<file path="config.mk">
export PLATFORM = sky130hd
export DESIGN_NAME = unsigned_radix_to_ascii_core
export DESIGN_NICKNAME = d
export VERILOG_FILES = /design/src/hdl/ura_pkg.sv /design/src/hdl/unsigned_radix_to_ascii_core.sv /design/src/hdl/ura_ram.sv /design/src/hdl/ura_divider.sv
export SDC_FILE = /design/constraint.sdc
export NUM_CORES = 1
export LEC_CHECK = 0
export ABC_AREA = 1
export BUFFER_PORTS_ARGS = -buffer_cell sky130_fd_sc_hd__buf_4
export CORE_AREA = 2 2 214 216
export DETAILED_ROUTE_END_ITERATION = 6
export DIE_AREA = 0 0 216 218
export GPL_TIMING_DRIVEN = 1
export PLACE_DENSITY = 0.76
export SETUP_SLACK_MARGIN = 0.15
export SYNTH_ARGS = -nofsm -noshare
export SYNTH_HDL_FRONTEND = slang
export SYNTH_SLANG_ARGS = --single-unit
</file>
<file path="constraint.sdc">
create_clock -name clk -period 12.6 [get_ports clk]
set_input_delay 2.52 -clock clk [delete_from_list [all_inputs] [get_ports clk]]
set_output_delay 2.52 -clock clk [all_outputs]
set_load 0.1 [all_outputs]
</file>
<file path="src/hdl/ura_pkg.sv">
`default_nettype none
// ----------------------------------------------------------------------------
// ura_pkg: shared types and constants of the radix-to-ASCII converter
// Holds the value width, digit and character widths, the sequencer states
// and the function that maps a digit value to its ASCII character.
// ----------------------------------------------------------------------------
package ura_pkg;

    // Width of the converted value; the upper bits of the value port are dropped.
    localparam int VALUE_WIDTH = 64;

    localparam int BASE_W  = 6;
    localparam int DIGIT_W = 6;
    localparam int CHAR_W  = 8;

    // One digit slot per value bit covers the base-two worst case.
    localparam int DIGIT_DEPTH = VALUE_WIDTH;
    localparam int ADDR_W      = $clog2(DIGIT_DEPTH);
    localparam int STEP_W      = $clog2(VALUE_WIDTH);

    localparam logic [BASE_W-1:0] MIN_BASE = BASE_W'(2);
    localparam logic [BASE_W-1:0] MAX_BASE = BASE_W'(36);

    localparam logic [CHAR_W-1:0] ASCII_ZERO  = CHAR_W'(8'h30);
    localparam logic [CHAR_W-1:0] ASCII_UPPER = CHAR_W'(8'h41);
    localparam logic [CHAR_W-1:0] ASCII_LOWER = CHAR_W'(8'h61);
    localparam logic [DIGIT_W-1:0] DIGIT_TEN  = DIGIT_W'(10);

    typedef enum logic [2:0] {
        ST_IDLE,
        ST_DIV,
        ST_READ,
        ST_LOAD,
        ST_SEND
    } ura_state_t;

    typedef struct packed {
        logic busy;
        logic done;
    } ura_div_status_t;

    function automatic logic [CHAR_W-1:0] digit_to_ascii(
        input logic [DIGIT_W-1:0] digit,
        input logic               upper
    );
        logic [CHAR_W-1:0] wide;
        wide = CHAR_W'(digit);
        if (digit < DIGIT_TEN) begin
            return wide + ASCII_ZERO;
        end
        else if (upper) begin
            return wide - CHAR_W'(DIGIT_TEN) + ASCII_UPPER;
        end
        else begin
            return wide - CHAR_W'(DIGIT_TEN) + ASCII_LOWER;
        end
    endfunction

endpackage
`default_nettype wire

</file>
<file path="src/hdl/unsigned_radix_to_ascii_core.sv">
`default_nettype none
// ----------------------------------------------------------------------------
// unsigned_radix_to_ascii_core: unsigned integer to ASCII digit string
// Converts an unsigned value to its digits in base 2 to 36 and streams them
// out as ASCII characters, most significant digit first.
// ----------------------------------------------------------------------------
// A request carries a value, a base and an uppercase flag. The block takes
// one request at a time: num_stall stays high from acceptance until the last
// character of that number has been taken. Digits are produced least
// significant first by a bit-serial divider that retires one quotient bit per
// cycle, with one full division per digit. The digits are parked in a small
// digit memory and then read back in reverse order; each character passes
// through the read, load and send states of the read-back sequence and waits
// in the send state for as long as the receiver stalls it. Only the low
// VALUE_WIDTH bits of the value are converted. A zero value yields the single
// character '0', and every number's final character carries last. A request
// whose base lies outside 2 to 36 is accepted and dropped without producing
// any character.
// ----------------------------------------------------------------------------
module unsigned_radix_to_ascii_core (
    input  wire logic                        clk,
    input  wire logic                        rst_n,
    // Number requests
    input  wire logic                        num_valid,
    output logic                             num_stall,
    input  wire logic [63:0]                 value,
    input  wire logic [ura_pkg::BASE_W-1:0]  base,
    input  wire logic                        uppercase,
    // Character stream
    output logic                             char_valid,
    input  wire logic                        char_stall,
    output logic      [ura_pkg::CHAR_W-1:0]  character,
    output logic                             last
);

    import ura_pkg::*;

    ura_state_t state_reg, state_next;

    logic [BASE_W-1:0]   base_reg, base_next;
    logic                upper_reg, upper_next;
    logic [ADDR_W-1:0]   wr_addr_reg, wr_addr_next;
    logic [ADDR_W-1:0]   rd_addr_reg, rd_addr_next;
    logic [CHAR_W-1:0]   char_reg, char_next;
    logic                last_reg, last_next;

    logic                num_accept;
    logic                char_accept;
    logic                base_ok;
    logic                quot_zero;

    // Divider interface
    logic                     div_start;
    logic [VALUE_WIDTH-1:0]   div_dividend;
    logic [BASE_W-1:0]        div_divisor;
    logic [VALUE_WIDTH-1:0]   div_quotient;
    logic [DIGIT_W-1:0]       div_remainder;
    ura_div_status_t          div_status;

    // Digit memory interface
    logic                ram_we;
    logic                ram_re;
    logic [DIGIT_W-1:0]  ram_rdata;

    assign num_accept  = num_valid && !num_stall;
    assign char_accept = char_valid && !char_stall;
    assign base_ok     = (base inside {[MIN_BASE:MAX_BASE]});
    assign quot_zero   = (div_quotient == '0);

    // ------------------------------------------------------------------
    // Next state
    // ------------------------------------------------------------------
    always_comb
    begin
        state_next = state_reg;
        case (state_reg)
            ST_IDLE:
            begin
                if (num_accept && base_ok)
                begin
                    state_next = ST_DIV;
                end
            end
            ST_DIV:
            begin
                // The last digit is reached once the quotient runs out.
                if (div_status.done && quot_zero)
                begin
                    state_next = ST_READ;
                end
            end
            ST_READ:
            begin
                state_next = ST_LOAD;
            end
            ST_LOAD:
            begin
                state_next = ST_SEND;
            end
            ST_SEND:
            begin
                if (char_accept)
                begin
                    state_next = last_reg ? ST_IDLE : ST_READ;
                end
            end
            default:
            begin
                state_next = ST_IDLE;
            end
        endcase
    end

    // ------------------------------------------------------------------
    // Outputs and control strobes
    // ------------------------------------------------------------------
    always_comb
    begin
        num_stall    = 1'b1;
        char_valid   = 1'b0;
        div_start    = 1'b0;
        div_dividend = div_quotient;
        ram_we       = 1'b0;
        ram_re       = 1'b0;
        case (state_reg)
            ST_IDLE:
            begin
                num_stall    = 1'b0;
                div_dividend = value[VALUE_WIDTH-1:0];
                div_start    = num_accept && base_ok;
            end
            ST_DIV:
            begin
                ram_we    = div_status.done;
                div_start = div_status.done && !quot_zero;
            end
            ST_READ:
            begin
                ram_re = 1'b1;
            end
            ST_LOAD:
            begin
                char_valid = 1'b0;
            end
            ST_SEND:
            begin
                char_valid = 1'b1;
            end
            default:
            begin
                num_stall = 1'b1;
            end
        endcase
    end

    assign div_divisor = (state_reg == ST_IDLE) ? base : base_reg;

    // ------------------------------------------------------------------
    // Datapath registers
    // ------------------------------------------------------------------
    always_comb
    begin
        base_next    = base_reg;
        upper_next   = upper_reg;
        wr_addr_next = wr_addr_reg;
        rd_addr_next = rd_addr_reg;
        char_next    = char_reg;
        last_next    = last_reg;
        case (state_reg)
            ST_IDLE:
            begin
                if (num_accept)
                begin
                    base_next    = base;
                    upper_next   = uppercase;
                    wr_addr_next = '0;
                end
            end
            ST_DIV:
            begin
                if (div_status.done)
                begin
                    if (quot_zero)
                    begin
                        // Read back starts at the most significant digit.
                        rd_addr_next = wr_addr_reg;
                    end
                    else
                    begin
                        wr_addr_next = wr_addr_reg + ADDR_W'(1);
                    end
                end
            end
            ST_LOAD:
            begin
                char_next = digit_to_ascii(ram_rdata, upper_reg);
                last_next = (rd_addr_reg == '0);
            end
            ST_SEND:
            begin
                if (char_accept && !last_reg)
                begin
                    rd_addr_next = rd_addr_reg - ADDR_W'(1);
                end
            end
            default:
            begin
                char_next = char_reg;
            end
        endcase
    end

    always_ff @(posedge clk or negedge rst_n)
    begin
        if (!rst_n)
        begin
            state_reg <= ST_IDLE;
        end
        else
        begin
            state_reg <= state_next;
        end
    end

    always_ff @(posedge clk)
    begin
        base_reg    <= base_next;
        upper_reg   <= upper_next;
        wr_addr_reg <= wr_addr_next;
        rd_addr_reg <= rd_addr_next;
        char_reg    <= char_next;
        last_reg    <= last_next;
    end

    assign character = char_reg;
    assign last      = last_reg;

    // ------------------------------------------------------------------
    // Shared divider and digit memory
    // ------------------------------------------------------------------
    ura_divider u_divider (
        .clk       (clk),
        .rst_n     (rst_n),
        .start     (div_start),
        .dividend  (div_dividend),
        .divisor   (div_divisor),
        .quotient  (div_quotient),
        .remainder (div_remainder),
        .status    (div_status)
    );

    ura_ram #(
        .WIDTH (DIGIT_W),
        .DEPTH (DIGIT_DEPTH)
    ) u_digit_ram (
        .clk   (clk),
        .we    (ram_we),
        .waddr (wr_addr_reg),
        .wdata (div_remainder),
        .re    (ram_re),
        .raddr (rd_addr_reg),
        .rdata (ram_rdata)
    );

    // ------------------------------------------------------------------
    // Assertions
    // ------------------------------------------------------------------
    // A new division is never launched over one that is still running.
    assert property (@(posedge clk) disable iff (!rst_n)
        div_start |-> !div_status.busy)
        else $error("divider restarted while busy");

    // Digits are only written as a division finishes.
    assert property (@(posedge clk) disable iff (!rst_n)
        ram_we |-> (state_reg == ST_DIV) && div_status.done)
        else $error("digit write outside a finished division");

    // Once the final character is taken the block is ready again.
    assert property (@(posedge clk) disable iff (!rst_n)
        (char_accept && last) |=> !num_stall)
        else $error("block not ready after the last character");

    // No new request is taken while characters are still being delivered.
    assert property (@(posedge clk) disable iff (!rst_n)
        char_valid |-> num_stall)
        else $error("request accepted during character delivery");

endmodule
`default_nettype wire

</file>
<file path="src/hdl/ura_ram.sv">
`default_nettype none
// ----------------------------------------------------------------------------
// ura_ram: generic single-write, single-read memory
// One write port and one read port with a registered read data output.
// ----------------------------------------------------------------------------
module ura_ram #(
    parameter int WIDTH = 8,
    parameter int DEPTH = 64
) (
    input  wire logic                     clk,
    input  wire logic                     we,
    input  wire logic [$clog2(DEPTH)-1:0] waddr,
    input  wire logic [WIDTH-1:0]         wdata,
    input  wire logic                     re,
    input  wire logic [$clog2(DEPTH)-1:0] raddr,
    output logic      [WIDTH-1:0]         rdata
);

    logic [WIDTH-1:0] mem [DEPTH];

    always_ff @(posedge clk)
    begin
        if (we)
        begin
            mem[waddr] <= wdata;
        end
        if (re)
        begin
            rdata <= mem[raddr];
        end
    end

endmodule
`default_nettype wire

</file>
<file path="src/hdl/ura_divider.sv">
`default_nettype none
// ----------------------------------------------------------------------------
// ura_divider: bit-serial restoring divider
// Divides the value by the base one quotient bit per cycle with a single
// compare-and-subtract unit, then reports quotient and remainder.
// ----------------------------------------------------------------------------
module ura_divider (
    input  wire logic                                clk,
    input  wire logic                                rst_n,
    input  wire logic                                start,
    input  wire logic [ura_pkg::VALUE_WIDTH-1:0]     dividend,
    input  wire logic [ura_pkg::BASE_W-1:0]          divisor,
    output logic      [ura_pkg::VALUE_WIDTH-1:0]     quotient,
    output logic      [ura_pkg::DIGIT_W-1:0]         remainder,
    output ura_pkg::ura_div_status_t                 status
);

    import ura_pkg::*;

    logic [VALUE_WIDTH-1:0] dvd_reg, dvd_next;
    logic [DIGIT_W-1:0]     rem_reg, rem_next;
    logic [BASE_W-1:0]      div_reg, div_next;
    logic [STEP_W-1:0]      step_reg, step_next;
    logic                   busy_reg, busy_next;
    logic                   done_reg, done_next;
    logic [DIGIT_W:0]       trial;
    logic [DIGIT_W:0]       diff;
    logic                   fits;

    // The partial remainder stays below the divisor, so shifting in one
    // bit never needs more than one extra bit.
    assign trial = {rem_reg, dvd_reg[VALUE_WIDTH-1]};
    assign fits  = (trial >= {1'b0, div_reg});
    assign diff  = trial - {1'b0, div_reg};

    always_comb
    begin
        dvd_next  = dvd_reg;
        rem_next  = rem_reg;
        div_next  = div_reg;
        step_next = step_reg;
        busy_next = busy_reg;
        done_next = 1'b0;
        if (start)
        begin
            dvd_next  = dividend;
            rem_next  = '0;
            div_next  = divisor;
            step_next = '0;
            busy_next = 1'b1;
        end
        else if (busy_reg)
        begin
            dvd_next  = {dvd_reg[VALUE_WIDTH-2:0], fits};
            rem_next  = fits ? diff[DIGIT_W-1:0] : trial[DIGIT_W-1:0];
            step_next = step_reg + STEP_W'(1);
            if (step_reg == STEP_W'(VALUE_WIDTH - 1))
            begin
                busy_next = 1'b0;
                done_next = 1'b1;
            end
        end
    end

    always_ff @(posedge clk or negedge rst_n)
    begin
        if (!rst_n)
        begin
            busy_reg <= 1'b0;
            done_reg <= 1'b0;
            step_reg <= '0;
        end
        else
        begin
            busy_reg <= busy_next;
            done_reg <= done_next;
            step_reg <= step_next;
        end
    end

    always_ff @(posedge clk)
    begin
        dvd_reg <= dvd_next;
        rem_reg <= rem_next;
        div_reg <= div_next;
    end

    assign quotient    = dvd_reg;
    assign remainder   = rem_reg;
    assign status.busy = busy_reg;
    assign status.done = done_reg;

endmodule
`default_nettype wire
</file>
==> impl_metrics.tcl <==
set metrics [dict create \
    cts-root-buf "clkbuf_16" \
    core-area_sq_um 44900 \
    grt_overflow 0 \
    cts_sinks 505 \
    syn_area_per_cell_sq_um 10.3 \
    fin_crit_ns 4.56 \
    fp.dieH_microns 218 \
    cts_buffers 50 \
    totalPowerFinal_mw 4.40 \
    io_buffers 85 \
    post-route-period-util_pct 36.2 \
    insertedDiodeCount 0 \
    crit_path_start_kind "register" \
    drive_gt1_share_pct 9.24 \
    synth_edf_count 488 \
    placed_cells 2744 \
    yosysMostFrequentCell "nand2_1" \
    cp.arrival_ns 2.04 \
    ir_drop_uv 145 \
    setup_violations 0 \
    grt_start_max_net_pins 110 \
    holdWs_ns 0.546 \
    critPathMaxStageDelay_ns 0.59 \
    p_leak_nw 9.75 \
    skew_ns 0.0193 \
    hp-class "register to register" \
    post_cts_buffers 0 \
    vias_per_cell 5.44 \
    start_util_pct 49.3 \
    fmax_ghz 0.219 \
    finalHoldViolCount 0 \
    tightest_slew_ns 1.16 \
    fin_util_pct 55.2 \
    top_register "u_digit_ram.mem" \
    ys_seq_area_share_pct 68.0 \
    slew_violations 0 \
    setup.worst_path.class "register to output pin" \
    power_density_nw_per_um2 178 \
    synth_top_area_share_pct 66.2 \
    grt_first_pass_wirelength_microns 80100 \
    yosysWarningCount 0 \
    cts_hold_buf 0 \
    tritoncts "built" \
    areaGrowthSynthToFinish_pct 12.0 \
    grt_use_total_pct 21.5 \
    n_fill_cell 3728 \
    wirelength_microns 50400 \
    postCtsResizedCells 0 \
    worstPathRequired_ns 10.08 \
    rows 78 \
    htreeDepth 2 \
    crit_fanout 10 \
    slowest_stage "nor3_2" \
    fin_nets 2287 \
    synth-seq-cells 505 \
    io_pins 86 \
    dpl.hpwl_microns 29800 \
    vias 15386 \
    drv_cap 0 \
    post_drt_wl_per_cell_microns 17.8 \
    slew_headroom_pct 22.9 \
    ys.flop_type "edfxtp_1" \
    syn_inst 2143 \
    ant_nets 0 \
    clk_path_buf_depth 3 \
    synthTopCellsByArea "edfxtp_1, nand2_1, nand3_1" \
    end_kind "output pin" \
    synth_area_sq_um 22100 \
    routabilityCongestion 0.838 \
    tns_ns 0 \
    largest_reg_flops 384 \
    die_x_microns 216 \
    outcome "finished clean" \
    drt_pass1_iterations 6 \
    cts.clk_slew.worst_paths_ns 0.06 \
    syn_nets 2234 \
    path_delay_family "simple AND/OR/NAND/NOR gates" \
    first_iter_violations 1778 \
    clk_latency_ns 0.59 \
    rsz0062_at_grt "false" \
    drc 0 \
    antenna_found_initial 0 \
    crit_chain "nor3_2 -> buf_4" \
    grt_pass1_vias 15292 \
    synth_commonest_cells "nand2_1, edfxtp_1, nand3_1, nor2_1, inv_1" \
    path_buf_inv 1 \
    synth.distinct_cells 38 \
    synth_top_area_cell "edfxtp_1" \
    die_area_sq_um 47100 \
    async_flop_share_pct 2.18 \
    fin_cells 2830 \
]
## final timing paths
kind / depth (start not counted) / to / from / slack [ns]
hold / removal: 2 / u_divider.quotient[55] / u_divider.quotient[54] / 0.55
min in group asynchronous: 1 / u_divider.step_reg[5] / rst_n / 1.77
setup reg to reg: 10 / u_digit_ram.rdata[5] / rd_addr_reg[0] / 8.88
hold reg to reg: 2 / u_divider.quotient[55] / u_divider.quotient[54] / 0.55
max in group asynchronous: 1 / state_reg[1] / rst_n / 10.67
setup / recovery: 2 / char_valid / state_reg[1] / 8.04
## stage by stage
stage,instance area [sq um],setup WS (ns)
5_1_grt,24800,7.84
4_1_cts,24800,8.02
2_1_floorplan,22100,4.35
3_3_place_gp,23200,7.65
6_report,24800,8.04
3_5_place_dp,23200,7.52
## worst register-to-register path, cell delays in order, from the launching register on
cell and delay [ns]:
edfxtp_1 0.43, buf_4 0.66, buf_4 0.71, buf_4 0.73
nand2_1 0.20, o211ai_1 0.12, nand3_1 0.14, nand3_1 0.18
nand3_1 0.14, nand3_1 0.14, nand2_1 0.05
## metal layers
metal	vias up	GRT usage, %	wire length, microns
met5	-	0	0
met4	0	8.01	1470
met3	111	3.77	4560
met2	728	35.5	24200
met1	7269	28.7	20100
li1	7278	-	-
## layout by cell type, fill, tap and decap left out, drive strengths merged, types with 7 or more instances in the layout
master,instances
dfrtp,11
edfxtp,488
nand3,251
clkinv,21
nor2,199
xor2,11
clkbuf,58
a21oi,23
buf,100
nor3,27
or2,11
bufinv,7
inv,142
o21ai,61
ha,15
nand2,773
o211ai,10
## cells by family (layout without fill, tap and decap cells)
kind of cell	count (synthesis)	after routing	share of synthesized area (%)
AO/OA/AOI/OAI	100	100	2.43
adder cells (fa/ha/maj)	16	16	0.939
flip-flops	505	505	68.0
buffers and inverters	241	328	4.59
AND/OR/NAND/NOR	1268	1268	23.5
XOR/XNOR	13	13	0.515
## power by group
part	internal (mW)	switching, mW
combinational	0.152	0.440
clock	0.879	0.614
sequential	2.24	0.0803
## cell type report
type                       instances  area (sq um)  area share, %
timing repair buffer             100           751           3.03
tap                              600           751           3.03
clock buffer                      58          1300           5.26
clock inverter                    28           317           1.28
sequential                       505         15100           60.8
inverter                         142           536           2.16
multi-input combinational       1397          6070           24.5
Note: power is estimated with default switching activity, not from simulation.
